$ cat config.mk
export PLATFORM = sky130hd
export DESIGN_NAME = utf8_sanitizer_core
export DESIGN_NICKNAME = d
export VERILOG_FILES = /design/src/design/usan_pkg.sv /design/src/design/utf8_sanitizer_core.sv /design/src/design/usan_front.sv /design/src/design/usan_queue.sv /design/src/design/usan_back.sv
export SDC_FILE = /design/constraint.sdc
export NUM_CORES = 1
export LEC_CHECK = 0
export ABC_AREA = 1
export BUFFER_PORTS_ARGS = -buffer_cell sky130_fd_sc_hd__clkbuf_2
export CAP_MARGIN = 20
export CORE_ASPECT_RATIO = 0.8
export CORE_UTILIZATION = 62
export CTS_CLUSTER_SIZE = 24
export DETAILED_ROUTE_END_ITERATION = 6
export PLACE_DENSITY = 0.86
export SLEW_MARGIN = 10
export SYNTH_ARGS = -nofsm -noshare
export SYNTH_HDL_FRONTEND = slang
export SYNTH_SLANG_ARGS = --single-unit
$ cat constraint.sdc
create_clock -name clock -period 4.05 [get_ports clock]
set_input_delay 0 -clock clock [delete_from_list [all_inputs] [get_ports clock]]
set_output_delay 0 -clock clock [all_outputs]
set_load 0.1 [all_outputs]
$ cat src/design/usan_pkg.sv
// Shared types, byte constants and byte classifier for the UTF-8 sanitizer.
`default_nettype none

package usan_pkg;

   // Byte range limits
   localparam logic [7:0] ByteZero    = 8'h00;
   localparam logic [7:0] ByteAsciiHi = 8'h80;
   localparam logic [7:0] ByteContHi  = 8'hBF;
   localparam logic [7:0] ByteLead2Lo = 8'hC2;
   localparam logic [7:0] ByteLead2Hi = 8'hDF;
   localparam logic [7:0] ByteLead3Lo = 8'hE0;
   localparam logic [7:0] ByteLead3Hi = 8'hEF;
   localparam logic [7:0] ByteLead4Lo = 8'hF0;
   localparam logic [7:0] ByteLead4Hi = 8'hF4;

   // Sequence lengths opened by each lead
   localparam logic [2:0] SeqLenNone = 3'd0;
   localparam logic [2:0] SeqLen2    = 3'd2;
   localparam logic [2:0] SeqLen3    = 3'd3;
   localparam logic [2:0] SeqLen4    = 3'd4;

   // Default depth of the run queue between front and back
   localparam int QueueDepthDefault = 4;

   typedef enum logic [2:0] {
      CLS_ZERO,
      CLS_ASCII,
      CLS_LEAD2,
      CLS_LEAD3,
      CLS_LEAD4,
      CLS_CONT,
      CLS_INVALID
   } byte_class_type;

   // One run of results: up to four bytes, emitted bytes[0] .. bytes[last_idx]
   typedef struct packed {
      logic [3:0][7:0] bytes;
      logic [1:0]      last_idx;
      logic            eos;
   } run_type;

   // Front to queue write side
   typedef struct packed {
      logic    push;
      run_type run;
   } queue_wr_type;

   function automatic byte_class_type classify(input logic [7:0] b);
      byte_class_type cls;
      priority if (b == ByteZero)                        cls = CLS_ZERO;
      else if (b < ByteAsciiHi)                          cls = CLS_ASCII;
      else if (b <= ByteContHi)                          cls = CLS_CONT;
      else if (b >= ByteLead2Lo && b <= ByteLead2Hi)     cls = CLS_LEAD2;
      else if (b >= ByteLead3Lo && b <= ByteLead3Hi)     cls = CLS_LEAD3;
      else if (b >= ByteLead4Lo && b <= ByteLead4Hi)     cls = CLS_LEAD4;
      else                                               cls = CLS_INVALID;
      return cls;
   endfunction

endpackage

`default_nettype wire

$ cat src/design/utf8_sanitizer_core.sv
// Path: the first word of a run reaches rsp through the queue write, then the output register,
// after the byte that completes it is taken; further words follow one per cycle unless stalled.
// Throughput: one byte per cycle in while the queue is not full, one result word per cycle out
// while rsp_stall is low; a finished run of up to four words drains from a QueueDepth-entry
// run queue, so a stalled output stalls input only once the queue is full.
// Reset: synchronous; clears pending sequence, queue pointers and output valid.
`default_nettype none

module utf8_sanitizer_core #(
   parameter int QueueDepth = usan_pkg::QueueDepthDefault
) (
   input  wire logic       clock,
   input  wire logic       reset,
   input  wire logic       req_valid,
   output logic            req_stall,
   input  wire logic [7:0] req_data_byte,
   output logic            rsp_valid,
   input  wire logic       rsp_stall,
   output logic [7:0]      rsp_out_byte,
   output logic            rsp_end_of_string,
   output logic            rsp_last_of_run
);

   usan_pkg::queue_wr_type queue_wr;
   usan_pkg::run_type      head;
   logic                   queue_full;
   logic                   head_valid;
   logic                   pop;

   usan_front u_front (
      .clock         (clock),
      .reset         (reset),
      .req_valid     (req_valid),
      .req_stall     (req_stall),
      .req_data_byte (req_data_byte),
      .queue_full    (queue_full),
      .queue_wr      (queue_wr)
   );

   usan_queue #(
      .Depth (QueueDepth)
   ) u_queue (
      .clock      (clock),
      .reset      (reset),
      .queue_wr   (queue_wr),
      .full       (queue_full),
      .pop        (pop),
      .head_valid (head_valid),
      .head       (head)
   );

   usan_back u_back (
      .clock             (clock),
      .reset             (reset),
      .head_valid        (head_valid),
      .head              (head),
      .pop               (pop),
      .rsp_valid         (rsp_valid),
      .rsp_stall         (rsp_stall),
      .rsp_out_byte      (rsp_out_byte),
      .rsp_end_of_string (rsp_end_of_string),
      .rsp_last_of_run   (rsp_last_of_run)
   );

endmodule

`default_nettype wire

$ cat src/design/usan_front.sv
// Front end: accepts raw bytes, tracks the pending sequence, queues complete runs.
`default_nettype none

module usan_front (
   input  wire logic                  clock,
   input  wire logic                  reset,
   input  wire logic                  req_valid,
   output logic                       req_stall,
   input  wire logic [7:0]            req_data_byte,
   input  wire logic                  queue_full,
   output usan_pkg::queue_wr_type     queue_wr
);

   logic [2:0]      seq_len_ff, seq_len_in;
   logic [1:0]      held_cnt_ff, held_cnt_in;
   logic [2:0][7:0] held_ff, held_in;
   logic            accept;
   usan_pkg::byte_class_type cls;

   assign req_stall = queue_full;
   assign accept    = req_valid & ~queue_full;
   assign cls       = usan_pkg::classify(req_data_byte);

   // Sequence tracking and run building
   always_comb begin
      seq_len_in  = seq_len_ff;
      held_cnt_in = held_cnt_ff;
      held_in     = held_ff;
      queue_wr    = '0;
      if (accept) begin
         if (seq_len_ff != usan_pkg::SeqLenNone && cls == usan_pkg::CLS_CONT) begin
            if ({1'b0, held_cnt_ff} + 3'd1 == seq_len_ff) begin
               // sequence complete: held bytes then this one
               queue_wr.push = 1'b1;
               for (int i = 0; i < 3; i++) begin
                  queue_wr.run.bytes[i] = (held_cnt_ff == 2'(i)) ? req_data_byte
                                                                  : held_ff[i];
               end
               queue_wr.run.bytes[3]  = req_data_byte;
               queue_wr.run.last_idx  = held_cnt_ff;
               seq_len_in  = usan_pkg::SeqLenNone;
               held_cnt_in = 2'd0;
            end else begin
               held_in[held_cnt_ff] = req_data_byte;
               held_cnt_in          = held_cnt_ff + 2'd1;
            end
         end else begin
            // no sequence, or an early non-continuation drops what is held
            seq_len_in  = usan_pkg::SeqLenNone;
            held_cnt_in = 2'd0;
            unique case (cls)
               usan_pkg::CLS_ZERO: begin
                  queue_wr.push    = 1'b1;
                  queue_wr.run.eos = 1'b1;
               end
               usan_pkg::CLS_ASCII: begin
                  queue_wr.push         = 1'b1;
                  queue_wr.run.bytes[0] = req_data_byte;
               end
               usan_pkg::CLS_LEAD2: begin
                  seq_len_in  = usan_pkg::SeqLen2;
                  held_cnt_in = 2'd1;
                  held_in[0]  = req_data_byte;
               end
               usan_pkg::CLS_LEAD3: begin
                  seq_len_in  = usan_pkg::SeqLen3;
                  held_cnt_in = 2'd1;
                  held_in[0]  = req_data_byte;
               end
               usan_pkg::CLS_LEAD4: begin
                  seq_len_in  = usan_pkg::SeqLen4;
                  held_cnt_in = 2'd1;
                  held_in[0]  = req_data_byte;
               end
               usan_pkg::CLS_CONT, usan_pkg::CLS_INVALID: begin
               end
               default: begin
               end
            endcase
         end
      end
   end

   // Control state
   always_ff @(posedge clock) begin
      if (reset) begin
         seq_len_ff  <= usan_pkg::SeqLenNone;
         held_cnt_ff <= 2'd0;
      end else begin
         seq_len_ff  <= seq_len_in;
         held_cnt_ff <= held_cnt_in;
      end
   end

   // Held bytes, no reset
   always_ff @(posedge clock) begin
      held_ff <= held_in;
   end

endmodule

`default_nettype wire

$ cat src/design/usan_queue.sv
// Small FIFO of complete runs between front and back.
`default_nettype none

module usan_queue #(
   parameter int Depth = usan_pkg::QueueDepthDefault
) (
   input  wire logic                  clock,
   input  wire logic                  reset,
   input  wire usan_pkg::queue_wr_type queue_wr,
   output logic                       full,
   input  wire logic                  pop,
   output logic                       head_valid,
   output usan_pkg::run_type          head
);

   localparam int AddrW = (Depth > 1) ? $clog2(Depth) : 1;
   localparam int CntW  = $clog2(Depth + 1);

   usan_pkg::run_type mem_ff [Depth];
   logic [AddrW-1:0]  wr_ptr_ff, wr_ptr_in;
   logic [AddrW-1:0]  rd_ptr_ff, rd_ptr_in;
   logic [CntW-1:0]   count_ff, count_in;
   logic              do_push, do_pop;

   assign full       = (count_ff == CntW'(Depth));
   assign head_valid = (count_ff != '0);
   assign head       = mem_ff[rd_ptr_ff];
   assign do_push    = queue_wr.push & ~full;
   assign do_pop     = pop & head_valid;

   // Pointer and count update
   always_comb begin
      wr_ptr_in = wr_ptr_ff;
      rd_ptr_in = rd_ptr_ff;
      count_in  = count_ff;
      if (do_push) begin
         wr_ptr_in = (wr_ptr_ff == AddrW'(Depth - 1)) ? '0 : wr_ptr_ff + 1'b1;
      end
      if (do_pop) begin
         rd_ptr_in = (rd_ptr_ff == AddrW'(Depth - 1)) ? '0 : rd_ptr_ff + 1'b1;
      end
      if (do_push && !do_pop) begin
         count_in = count_ff + 1'b1;
      end else if (do_pop && !do_push) begin
         count_in = count_ff - 1'b1;
      end
   end

   always_ff @(posedge clock) begin
      if (reset) begin
         wr_ptr_ff <= '0;
         rd_ptr_ff <= '0;
         count_ff  <= '0;
      end else begin
         wr_ptr_ff <= wr_ptr_in;
         rd_ptr_ff <= rd_ptr_in;
         count_ff  <= count_in;
      end
   end

   // Storage
   always_ff @(posedge clock) begin
      if (do_push) begin
         mem_ff[wr_ptr_ff] <= queue_wr.run;
      end
   end

endmodule

`default_nettype wire

$ cat src/design/usan_back.sv
// Back end: walks the head run one byte per cycle into the output register while rsp is not stalled.
`default_nettype none

module usan_back (
   input  wire logic              clock,
   input  wire logic              reset,
   input  wire logic              head_valid,
   input  wire usan_pkg::run_type head,
   output logic                   pop,
   output logic                   rsp_valid,
   input  wire logic              rsp_stall,
   output logic [7:0]             rsp_out_byte,
   output logic                   rsp_end_of_string,
   output logic                   rsp_last_of_run
);

   logic       valid_ff, valid_in;
   logic [7:0] byte_ff, byte_in;
   logic       eos_ff, eos_in;
   logic       last_ff, last_in;
   logic [1:0] pos_ff, pos_in;
   logic       load;
   logic       at_last;

   assign load    = ~valid_ff | ~rsp_stall;
   assign at_last = (pos_ff == head.last_idx);

   // Next output word and run position
   always_comb begin
      valid_in = valid_ff;
      byte_in  = byte_ff;
      eos_in   = eos_ff;
      last_in  = last_ff;
      pos_in   = pos_ff;
      pop      = 1'b0;
      if (load) begin
         valid_in = head_valid;
         if (head_valid) begin
            byte_in = head.bytes[pos_ff];
            eos_in  = head.eos;
            last_in = at_last;
            pop     = at_last;
            pos_in  = at_last ? 2'd0 : pos_ff + 2'd1;
         end
      end
   end

   always_ff @(posedge clock) begin
      if (reset) begin
         valid_ff <= 1'b0;
         pos_ff   <= 2'd0;
      end else begin
         valid_ff <= valid_in;
         pos_ff   <= pos_in;
      end
   end

   // Output payload, no reset
   always_ff @(posedge clock) begin
      byte_ff <= byte_in;
      eos_ff  <= eos_in;
      last_ff <= last_in;
   end

   assign rsp_valid         = valid_ff;
   assign rsp_out_byte      = byte_ff;
   assign rsp_end_of_string = eos_ff;
   assign rsp_last_of_run   = last_ff;

endmodule

`default_nettype wire

After elaboration in Yosys (flattened, before gate mapping):

Memory sizes are Yosys's and may differ from the RTL's. A register that Yosys moved wholly into a read port is not among the register bits.
Cells that the tools add are included.

* memory bits (writable): 140
* bits of input ports: 12
* flip-flop bits (word level): 49
* word-level logic and storage cells: 120
* memories: 1

Memories
* u_queue.mem_ff: depth 4, width 35, read ports 1, clocked after Yosys merged registers in 1, write ports 1, RTL line usan_queue.sv:19 `usan_pkg::run_type mem_ff [Depth];`

* reductions and logical operators: 22
* order comparisons: 11
* bitwise logic cells: 8
* muxes and demuxes: 44
* equality and inequality tests: 14
* add/sub/neg operators: 7

Operators by type and width (number)
* $mux W8: 10
* $mux W36: 1
* $mux W35: 1
* $le A8 B8 Y1 const B: 4
* $mux W3: 9
* $bwmux W24: 1
* $ge A8 B8 Y1 const B: 3
* $mux W24: 1
* $mux W2: 9
* $bmux W8 S2: 1
* $demux W8 S2: 1
* $eq A3 B3 Y1 const B: 3
* $mux W1: 9
* $pmux W3 S3: 1
* $add A2 B1 Y2 const B: 4
* $logic_not A8 Y1: 1
* $lt A8 B8 Y1 const B: 1
* $logic_and A1 B1 Y1: 7
* $eq A2 B2 Y1 const B: 3
* $eq A3 B2 Y1 const B: 2
* $lt A2 B3 Y1 const B: 2
* $reduce_and A3 Y1: 2
* $reduce_bool A3 Y1: 2
* $ne A2 B2 Y1 const B: 2
* other kinds (18): 26

Longest topological paths before layout:

Gate-level depths: netlist of the first run.

* depth in word-level cells: 18
* gate-level depth with buffers: 17
* gate-level depth less buffers: 17

Cells and area by module:

Synthesis of the first run repeated with hierarchy kept, for this count alone.

* cells, all modules: 732
* area total of the unflattened synthesis: 8221.6 um^2

Modules (own cells, without submodules)
* usan_queue: sequential area each 4384.2 um^2, instances 1, area an instance 5675.4 um^2, cells each 408
* usan_front: sequential area each 820.8 um^2, instances 1, area an instance 1806.7 um^2, cells each 238
* usan_back: sequential area each 360.3 um^2, instances 1, area an instance 739.5 um^2, cells each 86

Worst setup path before layout of the first run:

No wires, ideal clock.

* kind: flip-flop to flip-flop
* start: reg u_front.held_cnt_ff[0]
* end: mem u_queue.mem_ff[0][0] (netlist name) (enable)
* setup time: 427 ps
* buffers on the path: 0
* data arrival time: 2837 ps
* cell stages (with the launch flop): 8
* slack: 786 ps
* cells stage by stage: dfxtp_1 -> inv_1 -> ha_1 -> xnor2_1 -> nand2_1 -> nand3_1 -> nand3_2 -> nor2_1

* longest elaborated chain between the ends: 8

RTL lines
* from (decl): RTL line usan_front.sv:15 `logic [1:0] held_cnt_ff, held_cnt_in;`
* from (signal assigned): RTL line usan_front.sv:91 `held_cnt_ff <= held_cnt_in;`
* $add A2 B1 Y3: RTL line usan_front.sv:32 `if ({1'b0, held_cnt_ff} + 3'd1 == seq_len_ff) begin`
* $eq A3 B3 Y1: RTL line usan_front.sv:32
* $mux W35: RTL line usan_front.sv:32
* $mux W1: RTL line usan_front.sv:31 `if (seq_len_ff != usan_pkg::SeqLenNone && cls == usan_pkg::CLS_CONT) begin`
* $mux W36: RTL line usan_front.sv:30 `if (accept) begin`
* $and A1 B1 Y1: RTL line usan_queue.sv:28 `assign do_push = queue_wr.push & ~full;`
* $mux W1: RTL line usan_queue.sv:63 `if (do_push) begin`
* $mux W1 (implied by the code): RTL line usan_queue.sv:64 `mem_ff[wr_ptr_ff] <= queue_wr.run;`
* to (decl): RTL line usan_queue.sv:19

No other way between the ends.

==> metrics.md, run 1 <==
| Metric | Value |
|---|---|
| Outcome | `finished, final reports clean` |
| Final Hold Viols | `0` |
| Max Buffers Root-to-Sink | `2` |
| Synth area leaders | `edfxtp_1 64%, nor2_1 4.9%, o21ai_0 4.3%, dfxtp_1 4.2%, nand2_1 4.1%` |
| Routed length per instance | `20.62 um` |
| Vias in the first global route | `5281` |
| CTS HTree Levels | `4` |
| Arr. time, crit path | `3.47 ns` |
| Slowest stage delay, CP | `0.74 ns` |
| Die W | `130.2 um` |
| Pins Over Slew Limit | `0` |
| # setup viols final | `0` |
| Die area | `0.01361 mm2` |
| Largest net degree at the start of global routing | `55` |
| TNS Setup | `0 ns` |
| Reg-to-Reg End | `u_queue.count_ff[1]$_SDFFE_PP0P_` |
| Slew headroom | `36.49%` |
| Crit end category | `register` |
| Max_cap viols | `0` |
| Clock tree sinks | `191` |
| Hold Crit Depth | `3` |
| Overall routed net length | `18530 um` |
| Critical path class | `reg -> reg` |
| Routability cong. | `0.8448` |
| Netlist Area Pre-Place | `0.008149 mm2` |
| Core footprint | `0.01282 mm2` |
| GRT Total Usage | `28.93%` |
| Fin nets | `735` |
| Ys flop type | `edfxtp_1` |
| Reg area | `0.005567 mm2` |
| Violation count after the first detailed-route iteration | `628` |
| Syn-to-layout area delta | `11.30%` |
| # diodes | `0` |
| Synthesized area per cell | `11.91 um2` |
| Setup crit start kind | `register` |
| Fmax | `316.8 MHz` |
| Post-synth top area share | `64.12%` |
| Max rail drop VDD | `451.2 uV` |
| Drt pass-1 iters | `5` |
| ANT nets after route | `0` |
| Post-cts repair resize count | `0` |
| Worst-path clk slew | `0.07 ns` |
| Async SR Flop Fraction | `0%` |
| Yosys reg bits | `191` |
| Rows | `37` |
| Fill cell count | `858` |
| Most frequent cell after synthesis | `edfxtp_1` |
| Clock Skews | `0.01083 ns` |
| Initial antenna violation count | `0` |
| Reg2reg setup slack | `0.89 ns` |
| Via count | `5481` |
| Period Utilization, post-route | `77.94%` |
| Post-synthesis cell type count | `37` |
| Post-DR vias/cell | `6.097` |
| Clock Latency Late Sink | `0.43 ns` |
| Port bufs | `23` |
| Die Height | `104.5 um` |
| GRT Residual Overflow | `0` |
| Hold/Removal Path Class | `in -> reg` |
| Wire length of the first global-routing pass | `28350 um` |
| Starting density of the core | `63.55%` |
| Warnings, synthesis | `0` |
| DRC | `0` |
| Critical-path cell list | `buf_4, inv_1, nand3_1, nand2_1, xor2_1, nand2_1, inv_1, nand2_2, ha_1, inv_1, fa_1, o21ai_0, a21oi_1` |
| R2R depth | `13` |
| Final core occ | `70.73%` |
| RSZ-0062 raised after global routing | `no` |
| Worst Path Max Fanout | `36` |
| Cell mode on critical path | `inv_1` |
| CP required | `4.36 ns` |
| Multi-input logic area | `0.002225 mm2` |
| Sequential area share after synthesis | `68.29%` |
| CTS tree | `done` |
| Worst-Margin Slew | `0.9516 ns` |
| Proportion of layout cells with a drive suffix above 1 | `14.23%` |
| Root Buffer | `clkbuf_16` |
| Gate Count Post-Synth | `684` |
| Hold_sp | `reset` |
| Tmin final | `3.156 ns` |
| Synth top cells by count | `174 x edfxtp_1, 106 x nor2_1, 89 x nand2_1` |
| CTS Buf Count | `17` |
| DP HPWL | `11300 um` |
| Worst Hold End | `u_front.held_cnt_ff[0]$_SDFFE_PP0P_` |
| Most area-hungry cell type in the Yosys netlist | `edfxtp_1` |
| Slowest cell on the critical path | `inv_1` |
| Power Dens Cells | `640.0 mW/mm2` |
| P_leak | `3.391 nW` |
| Ports | `24` |
| Number of synthesized flops with an enable pin | `174` |
==> cell type report <==
class	count	share of cell area (%)
clock inverters	14	1.697
well taps	175	2.414
repair buffers	43	3.228
inverters	50	2.069
flip-flops and latches	191	61.37
clock buffers	17	4.690
multi-input cells	409	24.53
==> power by group <==
group / switching (mW) / internal [mW]
clock network: 0.740 / 0.918
logic: 1.28 / 0.383
registers: 0.0998 / 2.38
==> layer usage <==
layer | up-vias | global-route usage, % | routed length (um) | share of wire, %
met4 | 0 | 10.96 | 311 | 1.7
met5 | - | 0 | 0 | 0
met2 | 310 | 44.83 | 9019 | 49
li1 | 2477 | - | - | -
met3 | 29 | 6.349 | 1713 | 9.2
met1 | 2665 | 40.24 | 7490 | 40
==> what timing repair did <==
item	4_1_cts	5_1_grt
hold buffers	11	0
endpoints found under the hold margin	22	0
setup buffers	0	0
==> placed cells by master (no fill, tap or decap), drive strengths merged, types with 2 or more instances in the layout <==
| cell type | n |
|---|---|
| clkbuf | 40 |
| bufinv | 2 |
| clkinvlp | 2 |
| ha | 10 |
| clkinv | 10 |
| nor3 | 5 |
| xor2 | 4 |
| o22ai | 17 |
| edfxtp | 174 |
| nand3 | 20 |
| dfxtp | 17 |
| nor2 | 108 |
| o21ai | 72 |
| inv | 50 |
| xnor2 | 2 |
| mux2i | 7 |
| dlygate4sd3 | 11 |
| a21oi | 28 |
| nand2 | 95 |
| o211ai | 10 |
| buf | 9 |
| conb | 4 |
| o221ai | 23 |
==> stage by stage <==
step	hold slack (ns)	worst slack [ns]	instances	cell area [um2]	total power, mW
after global placement	0.2780	1.134	857	8381	4.064
final	0.4049	0.8936	899	9070	5.805
after CTS	0.3858	0.9179	899	9070	5.797
after floorplan	0.06907	0.7858	687	8160	3.753
after global routing	0.4277	0.5955	899	9070	6.036
after detailed placement	0.2719	0.9956	857	8381	4.136
==> critical path, delay by kind of cell (launching register included) <==
family | cells | cell delay (ns)
buffers and inverters | 4 | 1.19
XOR/XNOR | 1 | 0.16
AO/OA/AOI/OAI | 2 | 0.22
adder cells (fa/ha/maj) | 2 | 0.68
AND/OR/NAND/NOR | 4 | 0.48
flip-flops | 1 | 0.30
==> sequential cells by signal, indices dropped and copies added, names as in the netlist, named ones only <==
name	flops
u_back.rsp_end_of_string	1
u_back.rsp_valid	1
u_front.held_ff	24
u_queue.mem_ff	140
u_back.rsp_out_byte	8
u_front.seq_len_ff	3
u_queue.count_ff	3
u_queue.rd_ptr_ff	2
u_queue.wr_ptr_ff	2
u_back.pos_ff	2
u_front.held_cnt_ff	2
u_back.rsp_last_of_run	1
==> cells by family after synthesis <==
| group | Yosys count | synth area share [%] |
|---|---|---|
| simple gates | 229 | 11.52 |
| flops | 191 | 68.29 |
| compound gates | 152 | 11.95 |
| buf+inv | 87 | 4.913 |
| fa+ha+maj | 11 | 1.781 |
| mux | 7 | 0.8599 |
| xor+xnor | 6 | 0.6449 |
| other cells | 1 | 0.04602 |
==> worst max-delay path by stage <==
stage | start | to | slack [ns] | depth (start not counted)
after floorplan | u_front.held_cnt_ff[0]$_SDFFE_PP0P_ | u_queue.mem_ff[0][0]$_DFFE_PP_ | 0.79 | 7
after global placement | register | u_queue.count_ff[1]$_SDFFE_PP0P_ | 1.13 | 13
after detailed placement | register | u_queue.count_ff[1]$_SDFFE_PP0P_ | 1.0 | 13
after CTS | register | u_queue.count_ff[1]$_SDFFE_PP0P_ | 0.92 | 13
after global routing | register | u_queue.count_ff[1]$_SDFFE_PP0P_ | 0.60 | 13
final | register | u_queue.count_ff[1]$_SDFFE_PP0P_ | 0.89 | 13
Power figures use the tool's default switching activity.
==> run 2: changes to the inputs <==
clock period = 3.15 ns   (was 4.05 ns; I/O delays follow)
==> metrics.md, run 2 (synthesis gave the netlist of run 1 again) <==
| Metric | Value |
|---|---|
| Outcome | `finished, final reports clean` |
| Root Buffer | `clkbuf_16` |
| Starting density of the core | `63.55% (unchanged)` |
| Crit end category | `register` |
| Die W | `130.2 um (unchanged)` |
| Arr. time, crit path | `3.30 ns (-0.17 ns)` |
| Fin nets | `738 (+0.41%)` |
| CTS HTree Levels | `4 (unchanged)` |
| Slowest stage delay, CP | `0.40 ns (-0.34 ns)` |
| Port bufs | `23 (unchanged)` |
| GRT Total Usage | `27.66% (-1.3 points)` |
| Post-DR vias/cell | `6.031 (-1.1%)` |
| Psw | `2.768 mW (+30%)` |
| Fmax | `338.4 MHz (+6.8%)` |
| Clock Skews | `0.007115 ns (-0.003716 ns)` |
| Violation count after the first detailed-route iteration | `647 (+3.0%)` |
| Tmin final | `2.955 ns (-0.2015 ns)` |
| DP HPWL | `10780 um (-4.6%)` |
| Max Buffers Root-to-Sink | `2 (unchanged)` |
| Cell mode on critical path | `inv_1` |
| Vias in the first global route | `5360 (+1.5%)` |
| Final Hold Viols | `0 (unchanged)` |
| P_leak | `3.408 nW (+0.49%)` |
| Slowest cell on the critical path | `fa_1` |
| Hold/Removal Path Class | `in -> reg` |
| Ports | `24 (unchanged)` |
| Worst-path clk slew | `0.07 ns (about the same)` |
| Clock Latency Late Sink | `0.43 ns (about the same)` |
| Drt pass-1 iters | `5 (unchanged)` |
| Most common cell after layout, fill and taps aside | `edfxtp_1` |
| Post-cts repair resize count | `0 (unchanged)` |
| Routability cong. | `0.8456 (about the same)` |
| Pins Over Slew Limit | `0 (unchanged)` |
| Power Dens Cells | `814.9 mW/mm2 (+27%)` |
| Worst Path Max Fanout | `9 (-75%)` |
| # diodes | `0 (unchanged)` |
| Overall routed net length | `17810 um (-3.9%)` |
| Cts hold-fix bufs | `11 (unchanged)` |
| Period Utilization, post-route | `93.81% (+16 points)` |
| RSZ-0062 raised after global routing | `no` |
| CTS tree | `done` |
| DRC | `0 (unchanged)` |
| Proportion of layout cells with a drive suffix above 1 | `14.70% (+0.47 points)` |
| Commonest non-fill, non-tap cells in the layout | `174 x edfxtp_1, 102 x nor2_1, 89 x nand2_1` |
| # setup viols final | `0 (unchanged)` |
| Max_cap viols | `0 (unchanged)` |
| Cell internal pwr | `4.642 mW (+26%)` |
| Register share of total power | `42.6% (about the same)` |
| Final core occ | `70.91% (+0.19 points)` |
| Max rail drop VDD | `559.8 uV (+24%)` |
| CTS Buf Count | `17 (unchanged)` |
| Initial antenna violation count | `0 (unchanged)` |
| Largest Register | `u_queue.mem_ff` |
| Largest net degree at the start of global routing | `47 (-15%)` |
| Die area | `0.01361 mm2 (unchanged)` |
| ANT nets after route | `0 (unchanged)` |
| Worst-Margin Slew | `0.8185 ns (-0.1331 ns)` |
| R2R depth | `15 (+2)` |
| Syn-to-layout area delta | `11.59%` |
| Hold Crit Depth | `3 (unchanged)` |
| Largest register FFs | `140 (unchanged)` |
| Critical-path cell list | `inv_1, ha_1, xnor2_1, nand2_1, nand3_1, nand3_2, inv_1, ha_1, inv_1, fa_1, nor2_1, nor2_1, nand2_1, o21ai_0, a21oi_1` |
| Die Height | `104.5 um (unchanged)` |
| Comb pwr share | `29.7% (+1.0 points)` |
| Setup crit start kind | `register` |
| GRT Residual Overflow | `0 (unchanged)` |
| Via count | `5446 (-0.64%)` |
| Rows | `37 (unchanged)` |
| Worst-case hold slack | `0.4165 ns (+0.01160 ns)` |
| Core footprint | `0.01282 mm2 (unchanged)` |
| CP required | `3.50 ns (-0.86 ns)` |
| # Post-CTS Setup Buffers | `0 (unchanged)` |
| Clock tree sinks | `191 (unchanged)` |
| Clk network pwr share | `27.7% (-0.9 points)` |
| Critical path class | `reg -> reg` |
| Routed length per instance | `19.72 um (-4.3%)` |
| Slew headroom | `45.43% (+8.9 points)` |
| Wire length of the first global-routing pass | `27310 um (-3.7%)` |
| Switching share of power | `37.35% (+0.77 points)` |
run 2: area by class of cell:
type                    count  area (um2)
fillers                   836        3730
clock inverters            14       128.9
clock buffers              18       439.2
inverters                  50       187.7
multi-input cells         409        2225
flip-flops and latches    191        5567
repair buffers             46       327.8
well taps                 175       219.0
run 2: path summary, 6_finish.rpt:
kind / slack [ns] / end / startpoint
setup / recovery: 0.20 / u_queue.count_ff[2]$_SDFFE_PP0P_ / u_front.held_cnt_ff[0]$_SDFFE_PP0P_
hold / removal: 0.42 / u_front.seq_len_ff[0]$_SDFFE_PP0P_ / reset
setup reg to reg: 0.20 / u_queue.count_ff[2]$_SDFFE_PP0P_ / u_front.held_cnt_ff[0]$_SDFFE_PP0P_
hold reg to reg: 0.51 / u_queue.count_ff[1]$_SDFFE_PP0P_ / u_queue.count_ff[1]$_SDFFE_PP0P_
run 2: through the flow:
stage	power [mW]	area (um2)	TNS [ns]	std cells	worst slack, ns
after global placement	5.261	8416	0	860	0.5060
after floorplan	4.825	8160	-15.99	687	-0.1142
final	7.410	9094	0	903	0.1951
after CTS	7.404	9094	0	903	0.2141
after global routing	7.702	9094	0	903	0.03745
after detailed placement	5.362	8416	0	860	0.2660
run 2: critical path: cells and delay by family, from the launching register on:
kind	cells	cell delay, ns
compound gates	2	0.26
xor+xnor	1	0.14
fa+ha+maj	3	0.90
buf+inv	3	0.36
flops	1	0.39
simple gates	6	0.81
run 2: power groups by stage:
| stage | combinational (mW) | sequential [mW] | clock, mW |
|---|---|---|---|
| after global routing | 2.36 | 3.18 | 2.16 |
| final | 2.20 | 3.16 | 2.05 |
| after floorplan | 1.10 | 3.73 | 0 |
| after detailed placement | 2.15 | 3.21 | 0 |
| after CTS | 2.19 | 3.16 | 2.06 |
| after global placement | 2.06 | 3.20 | 0 |
run 2: layer usage:
| layer | wire [um] | vias up | GRT usage [%] |
|---|---|---|---|
| li1 | - | 2487 | - |
| met1 | 7071 | 2629 | 37.62 |
| met2 | 8599 | 299 | 43.09 |
| met3 | 1867 | 31 | 7.373 |
| met4 | 267 | 0 | 9.884 |
| met5 | 0 | - | 0 |
